### src/hdl/assert_macros.svh
// ----------------------------------------------------------------------------
// Assertion macros
// Concurrent check wrappers; define NO_ASSERTIONS to compile them out.
// ----------------------------------------------------------------------------
`ifndef ASSERT_MACROS_SVH
`define ASSERT_MACROS_SVH
`ifndef NO_ASSERTIONS
`define ASSERT_IMPLY(lbl, ck, rn, ante, cons) \
	lbl: assert property (@(posedge ck) disable iff (!rn) (ante) |-> (cons)) \
		else $error("same-cycle implication failed");
`define ASSERT_NEXT(lbl, ck, rn, ante, cons) \
	lbl: assert property (@(posedge ck) disable iff (!rn) (ante) |=> (cons)) \
		else $error("next-cycle implication failed");
`else
`define ASSERT_IMPLY(lbl, ck, rn, ante, cons)
`define ASSERT_NEXT(lbl, ck, rn, ante, cons)
`endif
`endif

### src/hdl/vocc_pkg.sv
// ----------------------------------------------------------------------------
// vocc_pkg
// Grid sizes, widths, codes and shared types of the voxel occupancy counter.
// ----------------------------------------------------------------------------
package vocc_pkg;

	localparam int unsigned CELLS_X    = 32;
	localparam int unsigned CELLS_Y    = 32;
	localparam int unsigned CELLS_Z    = 32;
	localparam int unsigned COUNT_BITS = 16;

	localparam int unsigned REG_W     = 15;
	localparam int unsigned COORD_W   = 16;
	localparam int unsigned OUT_IDX_W = 5;
	localparam int unsigned OUT_CNT_W = 16;
	localparam int unsigned CFG_IDX_W = 3;

	localparam int unsigned CELLS_XY  = (CELLS_X > CELLS_Y) ? CELLS_X : CELLS_Y;
	localparam int unsigned CELLS_MAX = (CELLS_XY > CELLS_Z) ? CELLS_XY : CELLS_Z;
	localparam int unsigned IDX_W     = (CELLS_MAX > 1) ? $clog2(CELLS_MAX) : 1;
	localparam int unsigned DEPTH     = CELLS_X * CELLS_Y * CELLS_Z;
	localparam int unsigned ADDR_W    = (DEPTH > 1) ? $clog2(DEPTH) : 1;
	localparam int unsigned DIV_CNT_W = $clog2(REG_W + 1);

	typedef logic [REG_W-1:0]      reg_t;
	typedef logic [COUNT_BITS-1:0] count_t;
	typedef logic [IDX_W-1:0]      idx_t;
	typedef logic [ADDR_W-1:0]     addr_t;

	localparam count_t COUNT_MAX = '1;

	typedef enum logic [1:0] {
		KIND_ADD   = 2'd0,
		KIND_COUNT = 2'd1,
		KIND_CLEAR = 2'd2,
		KIND_INDEX = 2'd3
	} kind_t;

	localparam logic [CFG_IDX_W-1:0] REG_EXTENT_X = 3'd0;
	localparam logic [CFG_IDX_W-1:0] REG_EXTENT_Y = 3'd1;
	localparam logic [CFG_IDX_W-1:0] REG_EXTENT_Z = 3'd2;
	localparam logic [CFG_IDX_W-1:0] REG_STEP_X   = 3'd3;
	localparam logic [CFG_IDX_W-1:0] REG_STEP_Y   = 3'd4;
	localparam logic [CFG_IDX_W-1:0] REG_STEP_Z   = 3'd5;

	localparam reg_t EXTENT_RST = 15'd32;
	localparam reg_t STEP_RST   = 15'd1;

	typedef struct packed {
		logic done;
		reg_t quo;
		reg_t rem;
	} div_res_t;

	function automatic reg_t axis_cap(logic [1:0] ax);
		reg_t cap;
		unique case (ax)
			2'd0:    cap = REG_W'(CELLS_X);
			2'd1:    cap = REG_W'(CELLS_Y);
			default: cap = REG_W'(CELLS_Z);
		endcase
		return cap;
	endfunction

endpackage

### src/hdl/vocc_div.sv
// ----------------------------------------------------------------------------
// vocc_div
// Restoring radix-2 unsigned divider, one quotient bit per cycle.
// ----------------------------------------------------------------------------
module vocc_div import vocc_pkg::*; (
	input  logic     clk,
	input  logic     arst_n,
	input  logic     start,
	input  reg_t     dividend,
	input  reg_t     divisor,
	output div_res_t res
);

	logic [DIV_CNT_W-1:0] cnt_q;
	logic                 done_q;
	reg_t                 rem_q;
	reg_t                 quo_q;
	reg_t                 dvs_q;
	logic [REG_W:0]       shifted;
	logic [REG_W:0]       trial;

	assign shifted = {rem_q, quo_q[REG_W-1]};
	assign trial   = shifted - {1'b0, dvs_q};

	always_ff @(posedge clk or negedge arst_n) begin
		if (!arst_n) begin
			cnt_q  <= '0;
			done_q <= 1'b0;
		end else if (start) begin
			cnt_q  <= DIV_CNT_W'(REG_W);
			done_q <= 1'b0;
		end else if (cnt_q != '0) begin
			cnt_q  <= cnt_q - 1'b1;
			done_q <= (cnt_q == DIV_CNT_W'(1));
		end else begin
			done_q <= 1'b0;
		end
	end

	always_ff @(posedge clk) begin
		if (start) begin
			rem_q <= '0;
			quo_q <= dividend;
			dvs_q <= divisor;
		end else if (cnt_q != '0) begin
			if (!trial[REG_W]) begin
				rem_q <= trial[REG_W-1:0];
				quo_q <= {quo_q[REG_W-2:0], 1'b1};
			end else begin
				rem_q <= shifted[REG_W-1:0];
				quo_q <= {quo_q[REG_W-2:0], 1'b0};
			end
		end
	end

	assign res = '{done: done_q, quo: quo_q, rem: rem_q};

endmodule

### config.mk
export PLATFORM = sky130hd
export DESIGN_NAME = vocc_div
export DESIGN_NICKNAME = d
export VERILOG_FILES = /design/src/hdl/assert_macros.svh /design/src/hdl/vocc_pkg.sv /design/src/hdl/vocc_div.sv
export SDC_FILE = /design/constraint.sdc
export NUM_CORES = 1
export LEC_CHECK = 0
export ABC_AREA = 0
export ABC_CLOCK_PERIOD_IN_PS = 2100
export BUFFER_PORTS_ARGS = -buffer_cell sky130_fd_sc_hd__buf_2
export CAP_MARGIN = 15
export CORE_ASPECT_RATIO = 1.4
export CORE_MARGIN = 3
export CORE_UTILIZATION = 35
export DETAILED_ROUTE_END_ITERATION = 6
export GPL_TIMING_DRIVEN = 0
export MAX_ROUTING_LAYER = met4
export SLEW_MARGIN = 20
export SYNTH_ARGS = -nofsm -noshare
export SYNTH_HDL_FRONTEND = slang
export SYNTH_SLANG_ARGS = --single-unit
export TNS_END_PERCENT = 100
### constraint.sdc
create_clock -name clk -period 2.1 [get_ports clk]
set_clock_uncertainty 0.05 [all_clocks]
set_input_delay 0.525 -clock clk [delete_from_list [all_inputs] [get_ports clk]]
set_output_delay 0.525 -clock clk [all_outputs]
set_load 0.05 [all_outputs]
### Yosys cells after proc, flatten, opt, wreduce, memory -nomap -nowiden

Index checks and enable logic that the tools add are counted.

| storage, ports and cells | value |
|---|---|
| flip-flop bits (word level) | 50 |
| output and inout port bits | 31 |
| input bits | 33 |
| logic and storage cells | 18 |

| operators by class | value |
|---|---|
| reductions and logical operators | 2 |
| add/sub/neg operators | 2 |
| muxes and demuxes | 8 |
| equality and inequality tests | 1 |

Operators by type and width:

| operator | number |
|---|---|
| $mux W15 | 3 |
| $sub A16 B15 Y16 | 1 |
| $mux W4 | 2 |
| $eq A4 B1 Y1 const B | 1 |
| $reduce_bool A4 Y1 | 1 |
| $sub A4 B1 Y4 const B | 1 |
| $mux W1 | 3 |
| $reduce_bool A2 Y1 | 1 |

### Depth between registers and ports, before layout

| logic depth | value |
|---|---|
| depth in word-level cells | 4 |
| gate-level depth with buffers | 11 |
| mapped depth without buffers | 10 |

### Least setup slack after synthesis

No wires, ideal clock.

| timing | value |
|---|---|
| kind | register to register |
| from | register quo_q[14] |
| to | register rem_q[12] |
| path buffers | 0 |
| data required time | 1981 ps |
| arrival | 2505 ps |
| clock period less this slack | 2624 ps |
| stages on the path, launching flop included | 11 |
| slack | -524 ps |
| library setup time | 69 ps |
| path through | edfxtp_1 > inv_1 > ha_1 > fa_1 > nand2b_1 > a21oi_1 > o211ai_1 > a21boi_0 > nor3_1 > or3b_1 > o21ai_1 |

| on the way | value |
|---|---|
| word-level cells in the longest chain between the ends | 2 |

RTL lines:

| element | RTL line | text |
|---|---|---|
| start: declaration | vocc_div.sv:17 | `reg_t quo_q;` |
| start signal: assignment | vocc_div.sv:43 | `quo_q <= dividend;` |
| start signal: assignment | vocc_div.sv:48 | `quo_q <= {quo_q[REG_W-2:0], 1'b1};` |
| start signal: assignment | vocc_div.sv:51 | `quo_q <= {quo_q[REG_W-2:0], 1'b0};` |
| $sub A16 B15 Y16 | vocc_div.sv:23 | `assign trial = shifted - {1'b0, dvs_q};` |
| $mux W15 | vocc_div.sv:46 | `if (!trial[REG_W]) begin` |
| end signal: assignment | vocc_div.sv:47 | `rem_q <= trial[REG_W-1:0];` |
| end signal: assignment | vocc_div.sv:50 | `rem_q <= shifted[REG_W-1:0];` |
| end: declaration | vocc_div.sv:16 | `reg_t rem_q;` |

Every way passes these cells.
A chain may end at the register's enable or synchronous reset.

### Worst setup path in the final report

| timing | value |
|---|---|
| from | register dvs_q[12] |
| to | register rem_q[12] |

| on the way | value |
|---|---|
| word-level cells in the longest chain between the ends | 2 |

RTL lines:

| element | RTL line | text |
|---|---|---|
| start: declaration | vocc_div.sv:18 | `reg_t dvs_q;` |
| start signal: assignment | vocc_div.sv:44 | `dvs_q <= divisor;` |
| $sub A16 B15 Y16 | vocc_div.sv:23 |  |
| $mux W15 | vocc_div.sv:46 |  |

Every way passes these cells.

==> summary.txt <==
metal2 WL - 3.61 mm
Synth Register Bits - 50
Yosys Warn Count - 0
Top FF cell, synth - edfxtp_1
Die Wd - 81.4 um
worst hold slack - 324 ps
first-pass GRT wire length - 11.5 mm
R2R cell count - 10
worst-case clock buffer depth - 2
share of layout cells above drive strength 1 - 49.3%
EDFF count, synth - 30
post-synthesis sequential area ratio - 47.6%
Hold Violations, Final - 0
DP Worst Slack - -669 ps
largest net degree at the start of global routing - 20
slowest stage delay, CP - 390 ps
initial antenna violation count - 0
Final ANT Viol Nets - 0
# DRC - 0
CP Cell Sequence - inv_2 > ha_4 > a21oi_4 > o21ai_4 > nor3_2 > o21a_1 > o211ai_4 > buf_6 > or3b_1 > o21ai_2
clk sinks - 50
Max-Cap Viols - 0
Worst-Margin Slew - 592 ps
Hold Crit Depth - 1
dominant cell type by area after synthesis - edfxtp_1
RR Endpoint - rem_q[12]
number of inserted diodes - 0
crit end category - register
cell count after synthesis - 262
setup_tns - -891 ps
grt ovf - 0
Mapped Area - 2790 sq um
hpwl dp - 4.76 mm
result of the run - finished, violations left
DIE AREA - 9080 sq um
area delta synth->final - 38.4%
area share of the largest cell type after synthesis - 32.3%
IO buf count - 63
top area cells in the synthesized netlist - edfxtp_1, dfxtp_1, ha_1
ys async rst share - 10.0%
DR vias - 2323
post-layout net count - 401
Synth cell types - 48
Placed Instance Area - 3260 sq um
final worst slack - -117 ps
PwrDens - 608 nW/um^2
Min-Delay Endpoint - dvs_q[14]
r2r setup slk - -120 ps
Avg Cell Area, Syn - 10.6 sq um
worst hold path type - in2reg
fin. max-slew vios - 0
Setup Viol. Count Final - 15
commonest non-fill, non-tap cell in the layout - buf_2
Root Buffer - clkbuf_8
routed vias/inst - 5.19
failing checks - negative setup slack
Layout fillers - 691
Critical Path RT - 2300 ps
Top Layer Used - met4
final wirelength - 6.82 mm
Routed WL per cell - 15.2 um
Design Area, Final - 3850 sq um
fin crit period - 2220 ps
clock latency on the worst-skew pair - 320 ps
number of global-route vias before repair - 2403
data arrival time of the worst path - 2420 ps
starting density of the core - 36.9%
H-Tree Depth - 2
Static Leak - 1.62 nW
global placer's final weighted congestion - 0.825
Worst-path clk slew - 100 ps
core box area - 7550 sq um
DR WL met3 - 332 um
Critical-path top delay cell - edfxtp_1
TritonCTS buffer count - 5
WL met1 - 2.68 mm
RSZ-0062 raised after global routing - yes
Setup crit start kind - register
peak supply drop - 485 uV
DR iter-0 viols - 106
Synthesized Nets - 313
crit path max fanout - 6
fmax - 451 MHz
total global routing track utilization - 16.6%
reg2reg start - dvs_q[12]
fin crit share - 106%
Chip Height - 112 um
drt pass-1 iters - 4
I/O pin total - 64
CP startpoint - dvs_q[12]
commonest cells after routing, fill and taps aside - buf_2, edfxtp_1, nand2_1
Max transition margin - 60.5%
CTS tree - yes
CP Class - reg2reg
min-delay src - divisor[14]
Core Rows - 37
## report_power, final
part           leakage (nW)  switching [mW]  internal (mW)
logic                  1.08           0.301          0.205
clock network        0.0514           0.341          0.356
registers             0.486          0.0336           1.11
## logic make-up after synthesis
family | synth area share (%)
compound gates | 15.2
simple gates | 10.6
flops | 47.6
buf+inv | 4.72
mux | 9.97
fa+ha+maj | 8.36
xor+xnor | 3.46
## final cells by class
cell class	count	area (sq um)	area share, %
multi-input cells	181	1660	43.1
flip-flops and latches	50	1340	34.7
repair buffers	82	475	12.3
well taps	97	121	3.15
inverters	22	86.3	2.24
clock buffers	6	72.6	1.88
plain buffers	8	60.1	1.56
clock inverters	2	37.5	0.974
## flip-flops by register name, summed over array words and instances (netlist names)
register and flops:
cnt_q 4, rem_q 15, done_q 1, quo_q 15, dvs_q 15
## metal layers
metal  vias to the layer above  track usage, %
met4                         0            6.54
met5                         -               -
li1                       1122               -
met2                        65            28.2
met3                        15            2.99
met1                      1121            18.9
## synthesized netlist by cell type, types with 3 or more instances
library cell and count:
edfxtp_1 30, nand2_1 26, inv_1 22, ha_1 17
a21oi_1 16, dfxtp_1 15, mux2_2 14, o21ai_1 13
mux2i_1 12, o21ai_0 9, nor2_1 8, xnor2_1 8
dfrtp_1 5, nand2b_1 5, nor3_1 4, a21oi_2 3
a32oi_1 3, buf_2 3, clkbuf_1 3, nor2b_1 3
o21a_1 3, or3_1 3, xor2_1 3
## how the worst max path moves through the flow
| stage | to | slack (ps) |
|---|---|---|
| finish | rem_q[12] | -120 |
| global route | rem_q[12] | -220 |
| global placement | quo_q[6] | -640 |
| detailed placement | quo_q[7] | -670 |
| floorplan | rem_q[12] | -350 |
| CTS | rem_q[12] | -110 |
## critical path: cells and delay by family, from the launching register on
| family | cells | cell delay (ps) |
|---|---|---|
| AOI/OAI and AO/OA | 5 | 700 |
| and+or+nand+nor | 2 | 550 |
| DFF | 1 | 390 |
| buffers and inverters | 2 | 230 |
| adders and majority gates | 1 | 210 |
## what timing repair did
action                                 CTS  global route
hold buffers                             1             0
setup endpoints to repair               32            27
gates resized for setup                 54            18
endpoints found under the hold margin    5             0
setup buffers                           12             5
cloned                                   1             0
pin swaps                               18             6
## stage by stage
| stage | total power, mW | util, % | cells |
|---|---|---|---|
| 4_1_cts | 2.35 | 49.6 | 443 |
| 3_5_place_dp | 1.58 | 43.2 | 422 |
| 5_1_grt | 2.45 | 51.1 | 448 |
| 3_3_place_gp | 1.57 | 43.2 | 422 |
| 2_1_floorplan | 1.47 | - | 262 |
| 6_report | 2.34 | 51.1 | 448 |
Note: power is estimated with default switching activity, not from simulation.
